<file path="src/design/gts_pkg.sv">
// Shared types, constants and helpers of the grouped time statistics block.
package gts_pkg;

   // Default configuration of the block.
   localparam int DEFAULT_TABLE_DEPTH = 64;
   localparam int DEFAULT_TIME_BITS   = 32;
   localparam int DEFAULT_SUM_BITS    = 48;

   // Fixed widths of the request and result fields.
   localparam int KEY_W   = 32;
   localparam int OUT_W   = 48;
   localparam int COUNT_W = 7;
   localparam int WIDE_W  = 128;
   localparam int ROOT_W  = 64;

   // Request kinds.
   localparam logic KIND_SAMPLE = 1'b0;
   localparam logic KIND_FINISH = 1'b1;

   typedef struct packed {
      logic        kind;
      logic [15:0] proc_id;
      logic [15:0] thread_id;
      logic [31:0] time_us;
   } req_type;

   typedef struct packed {
      logic [COUNT_W-1:0] unit_count;
      logic [OUT_W-1:0]   mean_time;
      logic [OUT_W-1:0]   std_dev;
      logic [OUT_W-1:0]   max_time;
      logic [OUT_W-1:0]   min_time;
      logic               dropped_flag;
   } rsp_type;

   // Operations of the shared divide and square root unit.
   typedef enum logic {
      OP_DIV  = 1'b0,
      OP_SQRT = 1'b1
   } arith_op_type;

   typedef enum logic [4:0] {
      ST_IDLE,
      ST_DISPATCH,
      ST_READ,
      ST_CMP,
      ST_INSERT,
      ST_P1_READ,
      ST_P1_ACC,
      ST_MEAN_GO,
      ST_MEAN_WAIT,
      ST_P2_READ,
      ST_P2_DIFF,
      ST_P2_MUL,
      ST_VAR_GO,
      ST_VAR_WAIT,
      ST_ROOT_GO,
      ST_ROOT_WAIT,
      ST_OUT
   } state_type;

   // Commands from the controller to the datapath.
   typedef struct packed {
      logic         capture;
      logic         idx_clr;
      logic         idx_inc;
      logic         wr_update;
      logic         wr_insert;
      logic         acc_step;
      logic         mean_load;
      logic         sq_clr;
      logic         diff_load;
      logic         mul_step;
      logic         arith_start;
      arith_op_type arith_op;
      logic         arith_var;
      logic         dev_load;
      logic         out_load;
   } cmd_type;

   // Status from the datapath to the controller.
   typedef struct packed {
      logic kind;
      logic t_zero;
      logic used_zero;
      logic used_one;
      logic hit;
      logic idx_last;
      logic mul_last;
      logic arith_done;
      logic rsp_busy;
   } status_type;

   // Saturate a statistic to the result field width.
   function automatic logic [OUT_W-1:0] clamp_out(input logic [63:0] v);
      logic [63:0] lim;
      lim = {{(64-OUT_W){1'b0}}, {OUT_W{1'b1}}};
      return (v > lim) ? {OUT_W{1'b1}} : v[OUT_W-1:0];
   endfunction

endpackage

</file>
<file path="src/design/gts_ctrl.sv">
// Controller state machine that sequences searches, inserts and the finish pass.
module gts_ctrl (
   input  logic                clock,
   input  logic                reset,
   input  logic                req_valid,
   output logic                req_ready,
   input  gts_pkg::status_type status,
   output gts_pkg::cmd_type    cmd
);

   gts_pkg::state_type state_ff, state_in;

   always_ff @(posedge clock) begin
      if (reset) begin
         state_ff <= gts_pkg::ST_IDLE;
      end else begin
         state_ff <= state_in;
      end
   end

   // Next state and commands.
   always_comb begin
      state_in      = state_ff;
      cmd           = '0;
      cmd.arith_op  = gts_pkg::OP_DIV;
      req_ready     = 1'b0;
      unique case (state_ff)
         gts_pkg::ST_IDLE: begin
            req_ready = 1'b1;
            if (req_valid) begin
               cmd.capture = 1'b1;
               cmd.idx_clr = 1'b1;
               state_in    = gts_pkg::ST_DISPATCH;
            end
         end
         gts_pkg::ST_DISPATCH: begin
            if (status.kind == gts_pkg::KIND_SAMPLE) begin
               if (status.t_zero) begin
                  state_in = gts_pkg::ST_IDLE;
               end else if (status.used_zero) begin
                  state_in = gts_pkg::ST_INSERT;
               end else begin
                  state_in = gts_pkg::ST_READ;
               end
            end else if (status.used_zero) begin
               state_in = gts_pkg::ST_OUT;
            end else begin
               state_in = gts_pkg::ST_P1_READ;
            end
         end
         gts_pkg::ST_READ: begin
            state_in = gts_pkg::ST_CMP;
         end
         gts_pkg::ST_CMP: begin
            if (status.hit) begin
               cmd.wr_update = 1'b1;
               state_in      = gts_pkg::ST_IDLE;
            end else if (status.idx_last) begin
               state_in = gts_pkg::ST_INSERT;
            end else begin
               cmd.idx_inc = 1'b1;
               state_in    = gts_pkg::ST_READ;
            end
         end
         gts_pkg::ST_INSERT: begin
            cmd.wr_insert = 1'b1;
            state_in      = gts_pkg::ST_IDLE;
         end
         gts_pkg::ST_P1_READ: begin
            state_in = gts_pkg::ST_P1_ACC;
         end
         gts_pkg::ST_P1_ACC: begin
            cmd.acc_step = 1'b1;
            if (status.idx_last) begin
               state_in = gts_pkg::ST_MEAN_GO;
            end else begin
               cmd.idx_inc = 1'b1;
               state_in    = gts_pkg::ST_P1_READ;
            end
         end
         gts_pkg::ST_MEAN_GO: begin
            cmd.arith_start = 1'b1;
            state_in        = gts_pkg::ST_MEAN_WAIT;
         end
         gts_pkg::ST_MEAN_WAIT: begin
            if (status.arith_done) begin
               cmd.mean_load = 1'b1;
               if (status.used_one) begin
                  state_in = gts_pkg::ST_OUT;
               end else begin
                  cmd.idx_clr = 1'b1;
                  cmd.sq_clr  = 1'b1;
                  state_in    = gts_pkg::ST_P2_READ;
               end
            end
         end
         gts_pkg::ST_P2_READ: begin
            state_in = gts_pkg::ST_P2_DIFF;
         end
         gts_pkg::ST_P2_DIFF: begin
            cmd.diff_load = 1'b1;
            state_in      = gts_pkg::ST_P2_MUL;
         end
         gts_pkg::ST_P2_MUL: begin
            cmd.mul_step = 1'b1;
            if (status.mul_last) begin
               if (status.idx_last) begin
                  state_in = gts_pkg::ST_VAR_GO;
               end else begin
                  cmd.idx_inc = 1'b1;
                  state_in    = gts_pkg::ST_P2_READ;
               end
            end
         end
         gts_pkg::ST_VAR_GO: begin
            cmd.arith_start = 1'b1;
            cmd.arith_var   = 1'b1;
            state_in        = gts_pkg::ST_VAR_WAIT;
         end
         gts_pkg::ST_VAR_WAIT: begin
            if (status.arith_done) begin
               state_in = gts_pkg::ST_ROOT_GO;
            end
         end
         gts_pkg::ST_ROOT_GO: begin
            cmd.arith_start = 1'b1;
            cmd.arith_op    = gts_pkg::OP_SQRT;
            state_in        = gts_pkg::ST_ROOT_WAIT;
         end
         gts_pkg::ST_ROOT_WAIT: begin
            cmd.arith_op = gts_pkg::OP_SQRT;
            if (status.arith_done) begin
               cmd.dev_load = 1'b1;
               state_in     = gts_pkg::ST_OUT;
            end
         end
         gts_pkg::ST_OUT: begin
            if (!status.rsp_busy) begin
               cmd.out_load = 1'b1;
               state_in     = gts_pkg::ST_IDLE;
            end
         end
         default: begin
            state_in = gts_pkg::ST_IDLE;
         end
      endcase
   end

endmodule

</file>
<file path="config.mk">
export PLATFORM = sky130hd
export DESIGN_NAME = gts_ctrl
export DESIGN_NICKNAME = d
export VERILOG_FILES = /design/src/design/gts_pkg.sv /design/src/design/gts_ctrl.sv
export SDC_FILE = /design/constraint.sdc
export NUM_CORES = 1
export LEC_CHECK = 0
export ABC_AREA = 1
export BUFFER_PORTS_ARGS = -buffer_cell sky130_fd_sc_hd__buf_2
export CORE_ASPECT_RATIO = 0.9
export CORE_MARGIN = 5
export CORE_UTILIZATION = 45
export CTS_CLUSTER_SIZE = 40
export DETAILED_ROUTE_END_ITERATION = 7
export PLACE_DENSITY = 0.83
export SLEW_MARGIN = 20
export SYNTH_ARGS = -nofsm -noshare
export SYNTH_HDL_FRONTEND = slang
export SYNTH_SLANG_ARGS = --single-unit
</file>
<file path="constraint.sdc">
create_clock -name clock -period 3 [get_ports clock]
set_input_delay 0.6 -clock clock [delete_from_list [all_inputs] [get_ports clock]]
set_output_delay 0.6 -clock clock [all_outputs]
set_load 0.1 [all_outputs]
</file>
==> results.yml, run 1 <==
floorplanning:
  start_util: 0.4719
  design.core.area_um2: 1448
  die_x_um: 51.07
  die_area_um2: 2399
  ioPinCount: 28
  placementRows: 13
  die_y_um: 46.97
drt:
  wl_per_cell_um: 11.06
  num_vias: 854
  via_per_inst: 4.965
  drtIter0Drc: 32
  dr_wl_met3_um: 129
  firstDrtPassIters: 4
  wl_met1_um: 870
  drtAntennaViolNets: 0
  wl_met2_um: 902
  drcViolationCount: 0
  drt-total-wl_um: 1902
  top_layer_used: "met3"
clock_tree:
  clk_latency_ns: 0.23
  cts_tree: "done"
  post_cts_buffers: 0
  cts_max_level: 1
  cts.sinks: 5
  cts_resized: 0
  clk_pin_slew_ns: 0.04
  cts_buffers: 3
  cts-root-buf: "clkbuf_4"
  cts_buffer_depth: 2
  cts_hold_repair.buffers: 0
timing:
  finalCritPeriodShare: 0.8041
  rsz0062_at_grt: "false"
  final_max_slew_viol_count: 0
  hold_violations: 0
  clock_skew_ns: 0.002445
  min_period_ns: 2.412
  fmax_ghz: 0.4145
  maxSlewHeadroom: 0.6742
  setup_slack_ns: 0.5877
  finalSetupViolations: 0
  tightest_slew_ns: 0.4921
  fin_setup_tns_ns: 0
placed_design:
  portBuffers: 27
  dpl.hpwl_um: 1643
  placed_cells: 168
  dp_slack_ns: 0.8380
  gp_congestion: 0.9070
finish:
  nets: 170
  drive_gt1_frac: 0.3567
  final_cell_mix: "nand2_1, buf_2, nor2_1, inv_1, a21oi_1"
  area_delta_synth_final_pct: 28.75
  reg_top3: "state_ff (5)"
  largest_register_ff_count: 5
  fin_cells: 172
  mostFrequentLayoutCell: "nand2_1"
  antenna_cells: 0
  regMostFlops: "state_ff"
synth:
  yosysSeqAreaShare: 0.1465
  yosys_warnings: 0
  synth.avg_cell_area_um2: 5.379
  yosys-top-cells-area: "nand2_1, dfxtp_1, nor2_1"
  syn_area_um2: 683.2
  synth.distinct_cells: 21
  synth_top_area_cell: "nand2_1"
  ys_ff_latch: 5
  syn_inst: 127
  synth_top_area_frac: 0.1593
  synthesis.nets: 139
power:
  p_leak_uw: 0.0005318
  power.density_nw_per_um2: 457.6
  fin_total_pwr_uw: 402.5
  irDropWorstVdd_uv: 321.1
job:
  maxCapViolations: 0
worst_hold_path:
  min_path_type: "register to register"
grt:
  antenna_found_initial: 0
  grt_pass1_wl_um: 3318
  grt_pass1_vias: 800
  grt_usage: 0.1779
  grt_overflow: 0
  grt_start_max_net_pins: 13
critical_path:
  crit_path_end_kind: "output pin"
  critical_path_class: "register to output pin"
  cp.required_ns: 2.40
  crit_fanout: 12
  cp-start-kind: "register"
  crit_arrival_ns: 1.81
outcome:
  outcome: "completed"
cell families after synthesis:
group                  after synthesis  share of synthesized area
AO/OA/AOI/OAI                       14                     0.1117
buffers and inverters               24                     0.1355
flip-flops                           5                     0.1465
AND/OR/NAND/NOR                     84                     0.6062
final timing paths:
check                                 start     endpoint  slack (ns)  cells past startpoint
worst max-delay path            state_ff[4]      cmd[12]        0.59                      8
worst min-delay path            state_ff[0]  state_ff[0]        0.58                      2
worst max register to register  state_ff[4]  state_ff[2]        1.56                     10
worst min register to register  state_ff[0]  state_ff[0]        0.58                      2
worst max-delay path, cell delays in order (launching register included):
cell      delay, ns
dfxtp_1        0.34
inv_2          0.20
nand3_2        0.15
inv_2          0.10
nand2_2        0.07
nor2_1         0.13
nand2_1        0.07
o211ai_1       0.07
buf_2          0.45
report_power, final:
group	internal, µW	total [µW]	leakage (µW)	switching, µW
logic	49.3	240	0.000476	191
registers	73.7	87.8	0.0000407	14.1
clock network	50.1	74.3	0.0000150	24.3
final cells by class:
class                      instances  area [µm²]
sequential                         5       100.1
fill                             140       568.0
inverter                          23       87.58
tap                               15       18.77
multi-input combinational         98       511.7
timing repair buffer              27       135.1
clock buffer                       4       26.28
synth_stat cells:
master,instances
nand2_1,29
inv_2,5
nor2_4,2
o21ai_0,3
nor3b_1,1
nor2_1,24
a21oi_1,8
clkinv_2,1
nand2_2,4
o22ai_1,1
nand3b_1,1
buf_2,1
nand3_1,6
nor3_1,2
inv_1,17
nor2_2,5
nand3_2,5
nand4_1,4
dfxtp_1,5
o211ai_1,2
nor4_1,1
through the flow:
| stage | cell area [µm²] | hold WS, ns | util |
|---|---|---|---|
| CTS | 879.6 | 0.5759 | 0.6076 |
| global placement | 853.3 | 0.5494 | 0.5895 |
| detailed placement | 853.3 | 0.5691 | 0.5895 |
| finish | 879.6 | 0.5842 | 0.6076 |
| global route | 879.6 | 0.5854 | 0.6076 |
| floorplan | 704.4 | 0.5069 | - |
routing by layer:
layer / up-vias / track usage
li1: 466 / -
met5: - / 0
met1: 366 / 0.2250
met2: 22 / 0.3213
met4: 0 / 0.02688
met3: 0 / 0.03810
(Power assumes the default switching activity.)
==> run 2, diff against run 1 <==
Clock period 3 ns to 2.5 ns, I/O delays scaled along.
==> run 2 against run 1 <==
Against the previous run: design area rose by 2.0%; critical path depth is the same; final cell count stayed put; routed wire length grew 1.7%; via count is 7.5% higher; sequential power is 18% higher; flip-flop and latch count did not move; count of clock-buffer cells in the layout did not move; total power rose by 21%; combinational power increased by 22%; die area unchanged; sequential share of layout area increased by 0.48 points; critical endpoint unchanged; largest cell class unchanged.
==> results.yml, run 2 (synthesis results as in run 1) <==
outcome:
  outcome: "completed"
timing:
  hold_slack_ns: 0.4762
  clock_skew_ns: 0.001944
  min_period_ns: 2.349
  finalSetupViolations: 0
  setup_slack_ns: 0.1511
  maxSlewHeadroom: 0.6752
  fin_setup_tns_ns: 0
  finalCritPeriodShare: 0.9396
  tightest_slew_ns: 0.4906
  rsz0062_at_grt: "false"
  hold_violations: 0
  final_max_slew_viol_count: 0
  fmax_ghz: 0.4257
clock_tree:
  cts_max_level: 1
  cts_hold_repair.buffers: 0
  clk_latency_ns: 0.24
  clk_pin_slew_ns: 0.04
  cts.sinks: 5
  post_cts_buffers: 0
  cts_buffer_depth: 2
  cts-root-buf: "clkbuf_4"
  cts_tree: "done"
  cts_buffers: 3
  cts_resized: 0
placed_design:
  dp_slack_ns: 0.4092
  gp_congestion: 0.9703
  dpl.hpwl_um: 1664
  portBuffers: 27
critical_path:
  crit_fanout: 12
  crit_path_end_kind: "output pin"
  crit_arrival_ns: 1.85
  slowest_stage: "buf_2"
  crit_top_cell: "inv_2"
  cp.required_ns: 2.00
  critical_path_class: "register to output pin"
  cp-start-kind: "register"
  max_stage_delay_ns: 0.45
  crit_family: "buffers and inverters"
  cp_cell_sequence: "inv_2 > nand3_2 > inv_2 > nand2_2 > nor2_1 > nand2_1 > o211ai_1 > buf_2"
  critPathBufInv: 3
floorplanning:
  ioPinCount: 28
  start_util: 0.4719
  design.core.area_um2: 1448
  die_x_um: 51.07
  placementRows: 13
  die_y_um: 46.97
  die_area_um2: 2399
drt:
  drcViolationCount: 0
  firstDrtPassIters: 4
  drtIter0Drc: 32
  via_per_inst: 5.337
  wl_per_cell_um: 11.24
  drt-total-wl_um: 1934
  num_vias: 918
  drtAntennaViolNets: 0
power:
  irDropWorstVdd_uv: 525.2
  power.density_nw_per_um2: 545.1
  p_leak_uw: 0.0005342
  fin_total_pwr_uw: 489.0
finish:
  area_delta_synth_final_pct: 31.32
  antenna_cells: 0
  drive_gt1_frac: 0.3949
  final_cell_mix: "nand2_1, buf_2, nor2_1, inv_1, a21oi_1"
  regMostFlops: "state_ff"
  nets: 170
  utilization: 0.6197
  largest_register_ff_count: 5
  reg_top3: "state_ff (5)"
  nFillCells: 149
  mostFrequentLayoutCell: "nand2_1"
grt:
  grt_start_max_net_pins: 13
  antenna_found_initial: 0
  grt_usage: 0.1698
  grt_pass1_wl_um: 3187
  grt_pass1_vias: 809
  grt_overflow: 0
worst_hold_path:
  min_path_type: "input pin to register"
job:
  maxCapViolations: 0
==> run 2: path summary, 6_finish.rpt <==
kind | to | depth (start not counted) | start | slack [ns]
setup / recovery | cmd[12] | 8 | state_ff[4] | 0.15
hold reg to reg | state_ff[1] | 2 | state_ff[1] | 0.53
hold / removal | state_ff[4] | 2 | reset | 0.48
setup reg to reg | state_ff[2] | 10 | state_ff[4] | 1.05
==> run 2: power by group <==
part / leakage [µW] / switching, µW / internal, µW / total, µW
combinational: 0.000477 / 233 / 61.6 / 294
clock: 0.0000150 / 30.2 / 60.1 / 90.3
sequential: 0.0000424 / 15.7 / 88.8 / 104
==> run 2: routing by layer <==
layer | vias to the layer above | part of all wire | global-route usage
li1 | 465 | - | -
met1 | 412 | 0.43 | 0.2140
met2 | 41 | 0.49 | 0.3085
met3 | 0 | 0.084 | 0.03175
met4 | 0 | 0 | 0.03226
met5 | - | 0 | 0
==> run 2: final cells by class <==
| class | instances | area, µm² | share of cell area |
|---|---|---|---|
| Multi-Input combinational cell | 98 | 523.0 | 0.5830 |
| Timing Repair Buffer | 27 | 135.1 | 0.1506 |
| Sequential cell | 5 | 106.4 | 0.1185 |
| Inverter | 23 | 87.58 | 0.09763 |
| Clock buffer | 4 | 26.28 | 0.02929 |
| Tap cell | 15 | 18.77 | 0.02092 |
==> run 2: metrics by stage <==
stage          instance area [µm²]  std cells
6_report                     897.1        172
5_1_grt                      897.1        172
4_1_cts                      897.1        172
3_5_place_dp                 870.8        168
3_3_place_gp                 870.8        168
2_1_floorplan                721.9        127
==> run 3, diff against run 2 <==
Clock period 2.5 ns to 2.4 ns, I/O delays scaled along.
==> run 3 against run 2 <==
Against the previous run: clock power rose by 2.8%; flip-flop and latch count unchanged; combinational power is 4% higher; critical endpoint is now cmd[13].
==> results.yml, run 3 (synthesis results as in run 1) <==
finish:
  nets: 170
  drive_gt1_frac: 0.4076
  largest_register_ff_count: 5
  reg_top3: "state_ff (5)"
  nFillCells: 159
  final_cell_mix: "nand2_1, buf_2, nor2_1, inv_1, nor2_2"
  mostFrequentLayoutCell: "nand2_1"
  antenna_cells: 0
  area_delta_synth_final_pct: 32.42
  regMostFlops: "state_ff"
critical_path:
  critPathBufInv: 2
  crit_arrival_ns: 1.75
  cp-start-kind: "register"
  crit_fanout: 6
  slowest_stage: "buf_2"
  critical_path_class: "register to output pin"
  crit_path_end_kind: "output pin"
  cp.required_ns: 1.92
  cp_cell_sequence: "inv_2 > nor2_4 > nand4_1 > o22ai_2 > buf_2"
  max_stage_delay_ns: 0.45
  r2r-start: "state_ff[4]"
  crit_family: "buffers and inverters"
  crit_start: "state_ff[3]"
floorplanning:
  start_util: 0.4719
  ioPinCount: 28
  design.core.area_um2: 1448
  placementRows: 13
  die_area_um2: 2399
  die_y_um: 46.97
  die_x_um: 51.07
clock_tree:
  cts_buffer_depth: 2
  cts.sinks: 5
  cts_buffers: 3
  cts-root-buf: "clkbuf_4"
  clk_pin_slew_ns: 0.04
  post_cts_buffers: 0
  cts_tree: "done"
  clk_latency_ns: 0.23
  cts_max_level: 1
drt:
  num_vias: 888
  firstDrtPassIters: 4
  drtIter0Drc: 18
  wl_per_cell_um: 11.49
  via_per_inst: 5.163
  drcViolationCount: 0
  drt-total-wl_um: 1977
  drtAntennaViolNets: 0
timing:
  finalSetupViolations: 0
  rsz0062_at_grt: "false"
  final_max_slew_viol_count: 0
  finalCritPeriodShare: 0.9308
  setup_slack_ns: 0.1661
  hold_slack_ns: 0.4568
  maxSlewHeadroom: 0.6718
  tightest_slew_ns: 0.4958
  clock_skew_ns: 0.005750
  min_period_ns: 2.234
  fmax_ghz: 0.4476
  hold_violations: 0
placed_design:
  dp_slack_ns: 0.3551
  portBuffers: 27
  gp_congestion: 0.9835
  dpl.hpwl_um: 1714
outcome:
  outcome: "completed"
power:
  sw_frac_of_total: 0.5697
  irDropWorstVdd_uv: 403.4
  combPwrFrac: 0.603
  power.density_nw_per_um2: 563.5
  power_frac_seq: 0.215
  switching_power_uw: 290.4
  p_clk_frac: 0.182
  p_int_uw: 219.3
  p_leak_uw: 0.0005329
grt:
  grt_pass1_wl_um: 3298
  grt_pass1_vias: 797
  antenna_found_initial: 0
  grt_start_max_net_pins: 13
  grt_overflow: 0
  grt_usage: 0.1780
worst_hold_path:
  min_from: "reset"
  min_path_type: "input pin to register"
job:
  maxCapViolations: 0
[run 3: cell count changes in the layout (fill, tap and decap cells not counted), sizes merged]
cell,before,now
clkbuf,4,5
buf,27,26
[run 3: worst reg2reg max path: stages, from the launching register on]
cell and delay (ns):
dfxtp_2 0.34, inv_2 0.19, nand3_2 0.15, inv_2 0.10, nand2_1 0.14, nand3_2 0.10, nand2_2 0.05, nand2_2 0.09
inv_2 0.05, nand2_1 0.08, a21oi_1 0.06
[run 3: timing repair]
item                                    CTS  global route
endpoints found under the setup margin    0             1
hold buffers                              0             0
resized for setup                         0             1
endpoints found under the hold margin     0             0
[run 3: final timing paths]
path	end	slack, ns	depth (start not counted)
hold reg to reg	state_ff[1]	0.53	2
hold / removal	state_ff[4]	0.46	2
setup reg to reg	state_ff[1]	0.93	10
setup / recovery	cmd[13]	0.17	5
[run 3: layer usage]
metal	routed length, µm	vias to the layer above	track usage
met5	0	-	0
met2	941	43	0.3136
met3	143	2	0.04444
li1	-	463	-
met1	877	380	0.2273
met4	14	0	0.02688
[run 3: power by group through the flow]
stage               Sequential, µW  Clock (µW)  Combinational, µW
finish                         110        92.8                307
CTS                            109        96.4                307
global route                   111         107                329
global placement               110           0                302
detailed placement             110           0                306
floorplan                      107           0                255
[run 3: final cells by class]
cell class,count,area (µm²),area share
inverters,23,87.58,0.09682
clock buffers,4,26.28,0.02905
multi-input cells,98,528.0,0.5837
flip-flops and latches,5,106.4,0.1176
well taps,15,18.77,0.02075
repair buffers,27,137.6,0.1521
[run 3: stage by stage]
stage	cell area, µm²	total power (µW)	utilization	TNS [ns]	cells
4_1_cts	902.1	511.9	0.6232	0	172
5_1_grt	904.6	548.3	0.6249	0	172
3_3_place_gp	875.8	412.0	0.6050	0	168
2_1_floorplan	726.9	361.6	-	-0.7697	127
6_report	904.6	509.8	0.6249	0	172
3_5_place_dp	875.8	416.7	0.6050	0	168
